--- config.mk ---
export PLATFORM = sky130hd
export DESIGN_NAME = mjd_feature
export DESIGN_NICKNAME = d
export VERILOG_FILES = /design/src/rtl/core/mjd_pkg.sv /design/src/rtl/core/mjd_feature.sv
export SDC_FILE = /design/constraint.sdc
export NUM_CORES = 1
export LEC_CHECK = 0
export ABC_AREA = 1
export ABC_CLOCK_PERIOD_IN_PS = 2900
export BUFFER_PORTS_ARGS = -buffer_cell sky130_fd_sc_hd__buf_4
export CORE_ASPECT_RATIO = 0.9
export CORE_MARGIN = 10
export CORE_UTILIZATION = 57
export DETAILED_ROUTE_END_ITERATION = 10
export PLACE_DENSITY = 0.8
export SETUP_SLACK_MARGIN = 0.02
export SYNTH_ARGS = -nofsm -noshare
export SYNTH_HDL_FRONTEND = slang
export SYNTH_SLANG_ARGS = --single-unit
--- constraint.sdc ---
create_clock -name i_clk -period 2.9 [get_ports i_clk]
set_input_delay 0.58 -clock i_clk [delete_from_list [all_inputs] [get_ports i_clk]]
set_output_delay 0.58 -clock i_clk [all_outputs]
set_load 0.05 [all_outputs]
--- src/rtl/core/mjd_pkg.sv ---
// Shared types, constants and the sigmoid table of the jump decision network.
`timescale 1ns / 1ps
`default_nettype none
package mjd_pkg;

    localparam int FEAT_W = 16;
    localparam int WGT_W = 16;
    localparam int ACT_W = 16;
    localparam int SIG_ENTRIES = 256;
    localparam int SIG_IDX_W = 8;
    localparam logic [15:0] THRESHOLD_RESET = 16'd38011;
    localparam logic [63:0] EXP_STEP_Q32 = 64'd4034748381;

    localparam logic REQ_LOAD = 1'b0;
    localparam logic REQ_EVAL = 1'b1;

    localparam logic CFG_REG_THRESHOLD = 1'b0;

    typedef logic [ACT_W-1:0] t_sig_arr [SIG_ENTRIES];

    // Restoring long division, used only while the table is built at elaboration.
    function automatic logic [63:0] div_u64(logic [63:0] n, logic [63:0] d);
        logic [63:0] q;
        logic [64:0] r;
        q = '0;
        r = '0;
        for (int b = 63; b >= 0; b--) begin
            r = {r[63:0], n[b]};
            if (r >= {1'b0, d}) begin
                r = r - {1'b0, d};
                q[b] = 1'b1;
            end
        end
        return q;
    endfunction

    // Entry i holds sigmoid(-8 + i/16) in Q0.16, built from a rounded power series of e^(-1/16).
    function automatic t_sig_arr build_sig_table();
        logic [63:0] pw [129];
        logic [63:0] t;
        logic [63:0] den;
        logic [63:0] num;
        logic [63:0] v;
        t_sig_arr tab;
        pw[0] = 64'd1 << 32;
        for (int k = 1; k <= 128; k++) begin
            pw[k] = (pw[k-1] * EXP_STEP_Q32 + (64'd1 << 31)) >> 32;
        end
        for (int i = 0; i < SIG_ENTRIES; i++) begin
            t = (i >= 128) ? pw[i-128] : pw[128-i];
            den = (64'd1 << 32) + t;
            num = (i >= 128) ? (64'd1 << 48) : (t << 16);
            v = div_u64(num + (den >> 1), den);
            tab[i] = (v > 64'd65535) ? 16'hFFFF : v[15:0];
        end
        return tab;
    endfunction

    localparam t_sig_arr SIG_TABLE = build_sig_table();

endpackage
`default_nettype wire

--- src/rtl/core/mjd_feature.sv ---
// Three-stage feature normalization: reciprocal multiply, remainder correction, saturation.
`timescale 1ns / 1ps
`default_nettype none
module mjd_feature #(
    parameter int SCREEN_HEIGHT = 1024,
    parameter int SCREEN_WIDTH = 1024,
    parameter int BIRD_COLUMN = 128
) (
    input  wire logic                                i_clk,
    input  wire logic                                i_rst_n,
    input  wire logic                                i_en,
    input  wire logic                                i_valid,
    input  wire logic [9:0]                          i_bird_height,
    input  wire logic [9:0]                          i_gap_height,
    input  wire logic signed [11:0]                  i_gap_x,
    output logic                                     o_valid,
    output logic                                     o_busy,
    output logic signed [mjd_pkg::FEAT_W-1:0]        o_feat [3]
);
    localparam int RSH = 28;
    localparam int unsigned DIV [3] = '{SCREEN_HEIGHT, SCREEN_HEIGHT, SCREEN_WIDTH};
    localparam int unsigned RECIP [3] = '{(2**RSH) / SCREEN_HEIGHT,
                                          (2**RSH) / SCREEN_HEIGHT,
                                          (2**RSH) / SCREEN_WIDTH};

    logic signed [13:0] num [3];
    logic        [13:0] absn [3];
    logic        [27:0] n_a [3];
    logic        [27:0] r1_a [3];
    logic               r1_neg [3];
    logic               r1_valid;
    logic        [50:0] prod [3];
    logic        [22:0] r2_q [3];
    logic        [27:0] r2_a [3];
    logic               r2_neg [3];
    logic               r2_valid;
    logic        [35:0] rem [3];
    logic        [22:0] qfix [3];
    logic signed [mjd_pkg::FEAT_W-1:0] n_feat [3];
    logic signed [mjd_pkg::FEAT_W-1:0] r3_feat [3];
    logic               r3_valid;

    always_comb begin
        num[0] = $signed({4'b0, i_bird_height});
        num[1] = $signed({4'b0, i_gap_height}) - $signed({4'b0, i_bird_height});
        num[2] = $signed({{2{i_gap_x[11]}}, i_gap_x}) - $signed(14'(BIRD_COLUMN));
        for (int k = 0; k < 3; k++) begin
            absn[k] = num[k][13] ? 14'(-num[k]) : 14'(num[k]);
            // Floor of a negative quotient is the negated ceiling of the magnitude.
            n_a[k] = (28'(absn[k]) << 15) + (num[k][13] ? 28'(DIV[k] - 1) : 28'd0);
            prod[k] = 51'(r1_a[k]) * 51'(RECIP[k]);
            rem[k] = 36'(r2_a[k]) - 36'(r2_q[k]) * 36'(DIV[k]);
            qfix[k] = r2_q[k] + ((rem[k] >= 36'(DIV[k])) ? 23'd1 : 23'd0);
            if (r2_neg[k]) begin
                n_feat[k] = (qfix[k] > 23'd32768) ? 16'sh8000 : 16'(-$signed({1'b0, qfix[k]}));
            end else begin
                n_feat[k] = (qfix[k] > 23'd32767) ? 16'sh7FFF : 16'(qfix[k]);
            end
        end
    end

    always_ff @(posedge i_clk) begin
        if (!i_rst_n) begin
            r1_valid <= 1'b0;
            r2_valid <= 1'b0;
            r3_valid <= 1'b0;
        end else if (i_en) begin
            r1_valid <= i_valid;
            r2_valid <= r1_valid;
            r3_valid <= r2_valid;
        end
    end

    always_ff @(posedge i_clk) begin
        if (i_en) begin
            for (int k = 0; k < 3; k++) begin
                r1_a[k] <= n_a[k];
                r1_neg[k] <= num[k][13];
                r2_q[k] <= prod[k][50:28];
                r2_a[k] <= r1_a[k];
                r2_neg[k] <= r1_neg[k];
                r3_feat[k] <= n_feat[k];
            end
        end
    end

    assign o_valid = r3_valid;
    assign o_busy = r1_valid | r2_valid | r3_valid;
    assign o_feat = r3_feat;
endmodule
`default_nettype wire

-- After elaboration in Yosys (flattened, before gate mapping)
Memory sizes are Yosys's and may differ from the RTL's.
Cells that the tools add are included.
- memories: 5
- bits in registers: 51
- bits in read-only memories: 0
- bits in latches: 0
- memory bits (writable): 228
- equality and inequality tests: 0
- muxes and demuxes: 18
- reduce and logical (&&, ||, !) cells: 0
- $lt $le $gt $ge: 9
- shift-type cells: 0
- divide/modulo/power cells: 0
- multipliers: 0
- add/sub/neg operators: 15
- bitwise gates (word level): 2
- memories (name ; words ; bits a word ; rd ports ; clocked after Yosys merged registers in ; write ports ; RTL line ; text):
    r1_a ; 3 ; 28 ; 3 ; 0 ; 3 ; mjd_feature.sv:29 ; logic [27:0] r1_a [3];
    r2_a ; 3 ; 28 ; 3 ; 0 ; 3 ; mjd_feature.sv:34 ; logic [27:0] r2_a [3];
    r2_q ; 3 ; 18 ; 3 ; 0 ; 3 ; mjd_feature.sv:33 ; logic [22:0] r2_q [3];
    r1_neg ; 3 ; 1 ; 3 ; 0 ; 3 ; mjd_feature.sv:30 ; logic r1_neg [3];
    r2_neg ; 3 ; 1 ; 3 ; 0 ; 3 ; mjd_feature.sv:35 ; logic r2_neg [3];
- operators by type and width (cell ; count):
    2-to-1 mux 16 bit ; 9
    >= comparator 36 x 11 -> 1 bit (second input constant) ; 3
    subtractor 28 x 33 -> 34 bit ; 3
    adder 23 x 1 -> 23 bit ; 3
    greater-than comparator 23 x 15 -> 1 bit (second input constant) ; 3
    greater-than comparator 23 x 16 -> 1 bit (second input constant) ; 3
    adder 28 x 10 -> 28 bit ; 2
    negation 16 bit ; 3
    2-to-1 mux 13 bit ; 2
    2-to-1 mux 10 bit ; 2
    negation 11 -> 13 bit ; 1
    negation 13 bit ; 1
    subtractor 12 x 9 -> 13 bit (second input constant) ; 1
    subtractor 10 x 10 -> 11 bit ; 1
    2-to-1 mux 1 bit ; 5
    bitwise OR 1 bit ; 2

-- Depth between registers and ports, before layout
Gate-level depths: netlist of the first run.
An unclocked memory read counts as a cell.
- depth after elaboration: 8
- gate-level depth with buffers: 16
- gate-level depth less buffers: 16

-- Least setup slack after synthesis of the first run
Ideal clock, no wire load.
- path type: in2reg
- start: in i_gap_height[0]
- end: mem r1_a[1][21] (netlist: r1_a[0][49]), data pin
- required time: 2.646 ns
- stages: 14
- data arrival time: 2.119 ns
- slack: 0.527 ns
- cell sequence: inv_1 > ha_1 > inv_1 > fa_1 > inv_1 > ha_1 > inv_1 > nor2_1 > nand3_1 > nor2_1 > nand2_1 > nand2_1 > xor2_1 > inv_1
- RTL lines (what ; RTL line ; text):
    from (decl) ; mjd_feature.sv:14 ; input wire logic [9:0] i_gap_height,
    to (decl) ; mjd_feature.sv:29 ;

==> results of run 1 <==
metal layers:
metal / track usage / routed length, um
met2: 0.230 / 4630
met5: 0 / 0
met1: 0.182 / 4360
met4: 0.0683 / 195
met3: 0.0532 / 783
final cells by class:
class	instances	area share
well taps	122	0.0227
inverters	88	0.0490
clock inverters	15	0.0225
repair buffers	83	0.0944
multi-input cells	307	0.251
clock buffers	17	0.0615
flip-flops and latches	113	0.499
power groups by stage:
| stage | logic, mW | registers (mW) | clock network (mW) |
|---|---|---|---|
| 6_report | 0.712 | 2.07 | 1.92 |
| 4_1_cts | 0.715 | 2.07 | 1.97 |
| 3_3_place_gp | 0.691 | 2.09 | 0 |
| 3_5_place_dp | 0.707 | 2.10 | 0 |
| 2_1_floorplan | 0.384 | 2.20 | 0 |
| 5_1_grt | 0.789 | 2.08 | 2.05 |
sequential cells by signal, summed over array words and instances (netlist names):
register,flops
o_valid,1
r1_valid,1
r2_valid,1
r2_a,38
o_feat,34
r1_a,38
layout by cell type, fill, tap and decap left out, types with 2 or more instances in the layout:
cell / instances
edfxtp_1: 110
nand2_1: 103
buf_4: 82
inv_1: 78
nor2_1: 42
nand3_1: 32
xor2_1: 27
o21ai_0: 23
ha_1: 16
clkbuf_16: 16
o21ai_1: 12
inv_2: 9
conb_1: 9
nand4_1: 7
xnor2_1: 5
inv_6: 5
a21oi_1: 4
nand2_2: 4
nand3_2: 4
clkinv_4: 4
nor2_4: 3
nor3_1: 3
dfxtp_1: 3
or2_1: 2
o31ai_1: 2
or2_2: 2
inv_8: 2
clkinvlp_4: 2
per-stage QoR:
stage | std cells | hold slack (ps) | instance area, um^2 | utilization
after floorplan | 526 | 400 | 5510 | -
after global placement | 713 | 401 | 6170 | 0.667
after detailed placement | 713 | 405 | 6170 | 0.667
after CTS | 745 | 241 | 6740 | 0.728
after global routing | 745 | 244 | 6740 | 0.728
final | 745 | 268 | 6740 | 0.728
cells by family after synthesis:
group                      synth area share
and+or+nand+nor                       0.168
DFF                                   0.614
buffers and inverters                0.0831
AOI/OAI and AO/OA                    0.0427
xor gates and xnor gates             0.0512
adders and majority gates            0.0402
other                              0.000685
path summary, 6_finish.rpt:
path | start | end | slack [ps] | cells past startpoint
worst min register to register | r1_a[0][76] | r2_a[0][76] | 410 | 0
worst max register to register | r2_a[0][54] | o_feat[30] | 1050 | 7
worst min-delay path | i_bird_height[7] | r1_a[0][22] | 270 | 1
worst max-delay path | i_bird_height[0] | r1_a[0][49] | 690 | 14
worst reg2reg max path, cell delays in order, from the launching register on:
cell and delay, ps:
edfxtp_1 370, nor2_1 280, nand2_1 320, nor2_1 240
nand3_1 110, nand2_1 100, xnor2_1 130, inv_1 60
==> flow_metrics.tcl, run 1 <==
set metrics [dict create \
    rsz0062_at_grt "false" \
    synth_top_cell_by_area "edfxtp_1" \
    internal_power_mw 3.39 \
    dieWidth_um 123 \
    n_fill_cell 603 \
    ys_ff_latch 113 \
    pwr_density_cell_nw_per_um2 698 \
    report.power.total_mw 4.70 \
    worst_pin_slew_ps 529 \
    nets 663 \
    syn_to_final_growth_pct 23.0 \
    htree_levels 4 \
    synth-edff-count 110 \
    vias 3659 \
    drtAntennaViolNets 0 \
    critPathRequiredTime_ps 3150 \
    cts_buffers 17 \
    max_freq_ghz 0.452 \
    avgSynthCellArea_um2 10.6 \
    combPwrFrac 0.151 \
    timing.critical_path.mode_cell "inv_1" \
    diodes 0 \
    layout-drive-gt1-share 0.226 \
    synth_area_um2 5480 \
    synthFlopType "edfxtp_1" \
    synth_top_area_frac 0.603 \
    seqPwrFrac 0.440 \
    path_class "in -> reg" \
    gp_congestion 0.865 \
    grt_pass1_vias 3609 \
    setup_ws_ps 687 \
    crit_buf_inv 5 \
    synth_warnings 0 \
    irDropWorstVdd_uv 491 \
    pin_count 86 \
    critPathMaxFanout 3 \
    wire_per_inst_um 13.4 \
    multi_input_area_um2 1690 \
    hpwl_um 7250 \
    path_clk_slew_ps 60 \
    synth_common_cells "110 x edfxtp_1, 103 x nand2_1, 78 x inv_1, 42 x nor2_1, 32 x nand3_1" \
    maxCapViolCount 0 \
    io_buffers 79 \
    crit_slowest_cell "fa_1" \
    drt_wl_total_um 9970 \
    drc 0 \
    fin_crit_sh 0.763 \
    die_area_um2 13900 \
    setup_tns_ps 0 \
    synthArstFlopShare 0 \
    cp-start-kind "input port" \
    cts.sinks 113 \
    hold_buffers 0 \
    cts_setup_buffers 0 \
    initial_core_util 0.592 \
    grt_pass1_wl_um 16600 \
    p_switching_mw 1.32 \
    yosysMostFrequentCell "edfxtp_1" \
    insertion_delay_ps 500 \
    pre_cts_slack_ps 217 \
    endpoint_kind "flip-flop" \
    crit_family "adder cells" \
    final_max_slew_viol_count 0 \
    fin_crit_ps 2210 \
    gr-total-overflow 0 \
    hold_path_class "in -> reg" \
    core_um2 9250 \
    syn_inst 518 \
    num_rows 33 \
    grt_antenna_before_repair 0 \
    die_y_um 113 \
    arrival_ps 2470 \
    switching_share 0.280 \
    cts_resized 0 \
    setup_violations 0 \
    first_iter_violations 190 \
    ys_top_cells_by_area "edfxtp_1 60%, nand2_1 7.1%, inv_1 5.3%" \
    worst_clock_skew_ps 10.6 \
    tritoncts "done" \
    viasPerCell 4.91 \
    cp_cell_sequence "buf_4 -> ha_1 -> inv_1 -> fa_1 -> inv_1 -> ha_1 -> inv_1 -> nor2_1 -> nand3_1 -> nor2_1 -> nand2_1 -> nand2_1 -> xor2_1 -> inv_1" \
    cts-root-buf "clkbuf_8" \
    seq_area_um2 3360 \
    grt_usage 0.149 \
    cts_buffer_depth 2 \
    finalHoldViolations 0 \
    relSlewSlack 0.647 \
    critical-path-max-stage-delay_ps 420 \
    yosysSeqAreaShare 0.614 \
    synth_cell_types 33 \
    status "completed" \
    drt-pass1-iter-count 5 \
    grt_max_degree 43 \
    clkPwrFrac 0.409 \
    p_leak_nw 3.00 \
]
(Power assumes the default switching activity.)
==> run 2, diff against run 1 <==
--- a/config.mk
+++ b/config.mk
@@ -5,14 +5,14 @@
 export SDC_FILE = /design/constraint.sdc
 export NUM_CORES = 1
 export LEC_CHECK = 0
-export ABC_AREA = 1
-export ABC_CLOCK_PERIOD_IN_PS = 2900
+export ABC_AREA = 0
+export ABC_CLOCK_PERIOD_IN_PS = 2100
 export BUFFER_PORTS_ARGS = -buffer_cell sky130_fd_sc_hd__buf_4
 export CORE_ASPECT_RATIO = 0.9
 export CORE_MARGIN = 10
-export CORE_UTILIZATION = 57
+export CORE_UTILIZATION = 56
 export DETAILED_ROUTE_END_ITERATION = 10
-export PLACE_DENSITY = 0.8
+export PLACE_DENSITY = 0.79
 export SETUP_SLACK_MARGIN = 0.02
 export SYNTH_ARGS = -nofsm -noshare
 export SYNTH_HDL_FRONTEND = slang
==> constraint.sdc (replaced) <==
create_clock -name i_clk -period 2.1 [get_ports i_clk]
set_input_delay 0.42 -clock i_clk [delete_from_list [all_inputs] [get_ports i_clk]]
set_output_delay 0.42 -clock i_clk [all_outputs]
set_load 0.05 [all_outputs]
==> flow_metrics.tcl, run 2 <==
set metrics [dict create \
    gr-total-overflow 0 \
    drt_wl_total_um 12100 \
    grt_usage 0.161 \
    cp_cell_sequence "or3_4 -> or3_4 -> or3_4 -> or3_4 -> o21ai_2 -> nand2_2 -> buf_12 -> o22ai_2" \
    maxCapViolCount 0 \
    dieWidth_um 122 \
    synth_cell_types 42 \
    grt_pass1_wl_um 17400 \
    io_buffers 79 \
    diodes 0 \
    hold_path_class "in -> reg" \
    gp_congestion 0.895 \
    pwr_density_cell_nw_per_um2 938 \
    crit_slowest_cell "edfxtp_1" \
    endpoint_kind "flip-flop" \
    initial_core_util 0.572 \
    synth_area_um2 5190 \
    n_fill_cell 481 \
    cts_buffers 17 \
    yosysMostFrequentCell "edfxtp_1" \
    fin_crit_ps 2520 \
    drc 0 \
    irDropWorstVdd_uv 699 \
    setup_violations 26 \
    avgSynthCellArea_um2 13.2 \
    layout_commonest_cell "buf_4" \
    arrival_ps 2860 \
    drt-pass1-iter-count 5 \
    nets 607 \
    tritoncts "done" \
    syn_to_final_growth_pct 43.8 \
    path_class "reg -> reg" \
    num_rows 33 \
    wire_per_inst_um 17.5 \
    setup_tns_ps -5070 \
    synth_common_cells "110 x edfxtp_1, 34 x nor2_1, 22 x inv_1, 21 x xnor2_1, 20 x o22ai_1" \
    grt_pass1_vias 3661 \
    cts-root-buf "clkbuf_8" \
    holdWs_ps 98.0 \
    syn_inst 395 \
    cts_buffer_depth 2 \
    worst_pin_slew_ps 778 \
    synthArstFlopShare 0 \
    crit_buf_inv 1 \
    layout-drive-gt1-share 0.441 \
    insertion_delay_ps 510 \
    pre_cts_slack_ps -593 \
    synth_top_cell_by_area "edfxtp_1" \
    final_max_slew_viol_count 0 \
    yosysSeqAreaShare 0.647 \
    p_leak_nw 3.03 \
    path_clk_slew_ps 60 \
    synthFlopType "edfxtp_1" \
    cp-start-kind "flip-flop" \
    hold_buffers 0 \
    cts.sinks 113 \
    critPathMaxFanout 8 \
    relSlewSlack 0.481 \
    drtAntennaViolNets 0 \
    die_area_um2 13500 \
    synth_top_area_frac 0.636 \
    max_freq_ghz 0.397 \
    first_iter_violations 230 \
    ys_ff_latch 113 \
    synth-edff-count 110 \
    htree_levels 4 \
    critical-path-max-stage-delay_ps 420 \
    violations "setup timing" \
    grt_max_degree 61 \
    mostFrequentLayoutCells "140 x buf_4, 110 x edfxtp_1, 33 x nor2_1" \
    final_area_um2 7470 \
    setup_ws_ps -419 \
    die_y_um 111 \
    critPathRequiredTime_ps 2440 \
    crit_family "simple AND/OR/NAND/NOR gates" \
    vias 3680 \
    status "finished with violations" \
    finalHoldViolations 0 \
    viasPerCell 5.34 \
    fin_crit_sh 1.20 \
    synth_warnings 0 \
    worst_clock_skew_ps 11.6 \
    pin_count 86 \
    placed_area_um2 6440 \
    rsz0062_at_grt "true" \
    grt_antenna_before_repair 0 \
    timing.critical_path.mode_cell "or3_4" \
    hpwl_um 7140 \
    ys_top_cells_by_area "edfxtp_1 64%, ha_1 3.9%, xnor2_1 3.5%" \
    core_um2 9080 \
]
run 2: cell count changes in the layout (fill, tap and decap cells not counted), moves of 9 or more:
| cell | change |
|---|---|
| buf_4 | +58 |
| buf_6 | +9 |
| inv_1 | -61 |
| mux2i_1 | +11 |
| nand2_1 | -90 |
| nand3_1 | -29 |
| nor2_1 | -9 |
| nor2b_1 | +13 |
| o21ai_0 | -14 |
| o21ai_1 | -11 |
| o22ai_2 | +13 |
| or3_4 | +9 |
| xnor2_1 | +12 |
| xor2_1 | -21 |
run 2: cell families (layout without fill, tap and decap cells):
logic type	count (synthesis)	in the layout	synth area share
mux	12	12	0.0231
fa+ha+maj	17	17	0.0424
simple gates	111	111	0.115
buf+inv	44	208	0.0419
xor+xnor	27	27	0.0455
compound gates	70	70	0.0836
flops	113	113	0.647
other cells	1	9	0.000722
run 2: path summary, 6_finish.rpt:
path | from | to | cells after the start | slack (ps)
max | r2_a[0][71] | o_feat[10] | 8 | -420
min | i_bird_height[3] | r1_a[0][18] | 1 | 100
max reg2reg | r2_a[0][71] | o_feat[10] | 8 | -420
min reg2reg | r1_a[0][49] | r2_a[0][49] | 0 | 410
run 2: routing by layer:
metal | up-vias | global-route usage | share of wire
met5 | - | 0 | 0
li1 | 1760 | - | -
met3 | 32 | 0.0687 | 0.073
met1 | 1730 | 0.171 | 0.38
met2 | 158 | 0.278 | 0.53
met4 | 0 | 0.0627 | 0.026
run 2: final cells by class:
type                       count  area (um^2)  share of cell area
timing repair buffer         153         1230               0.164
sequential                   113         3360               0.450
multi-input combinational    246         2040               0.273
tap                          122          153              0.0204
clock inverter                13          161              0.0216
clock buffer                  19          422              0.0564
inverter                      23          101              0.0136
run 2: repair_timing:
| item | CTS | global route |
|---|---|---|
| setup buffers | 4 | 13 |
| cloned | 0 | 1 |
| pin swaps | 2 | 18 |
| endpoints found under the setup margin | 22 | 27 |
| gates resized for setup | 17 | 48 |
run 2: power by group:
part | internal [mW] | total [mW] | switching (mW)
clock network | 1.81 | 2.83 | 1.02
logic | 0.554 | 1.27 | 0.714
registers | 2.76 | 2.91 | 0.148
total | 5.12 | 7.01 | 1.88
run 2: stage by stage:
| stage | instances | total power, mW | util |
|---|---|---|---|
| after floorplan | 403 | 3.58 | - |
| after global placement | 639 | 3.96 | 0.709 |
| after detailed placement | 639 | 4.00 | 0.709 |
| after CTS | 675 | 6.84 | 0.785 |
| after global routing | 689 | 7.25 | 0.822 |
| final | 689 | 7.01 | 0.822 |
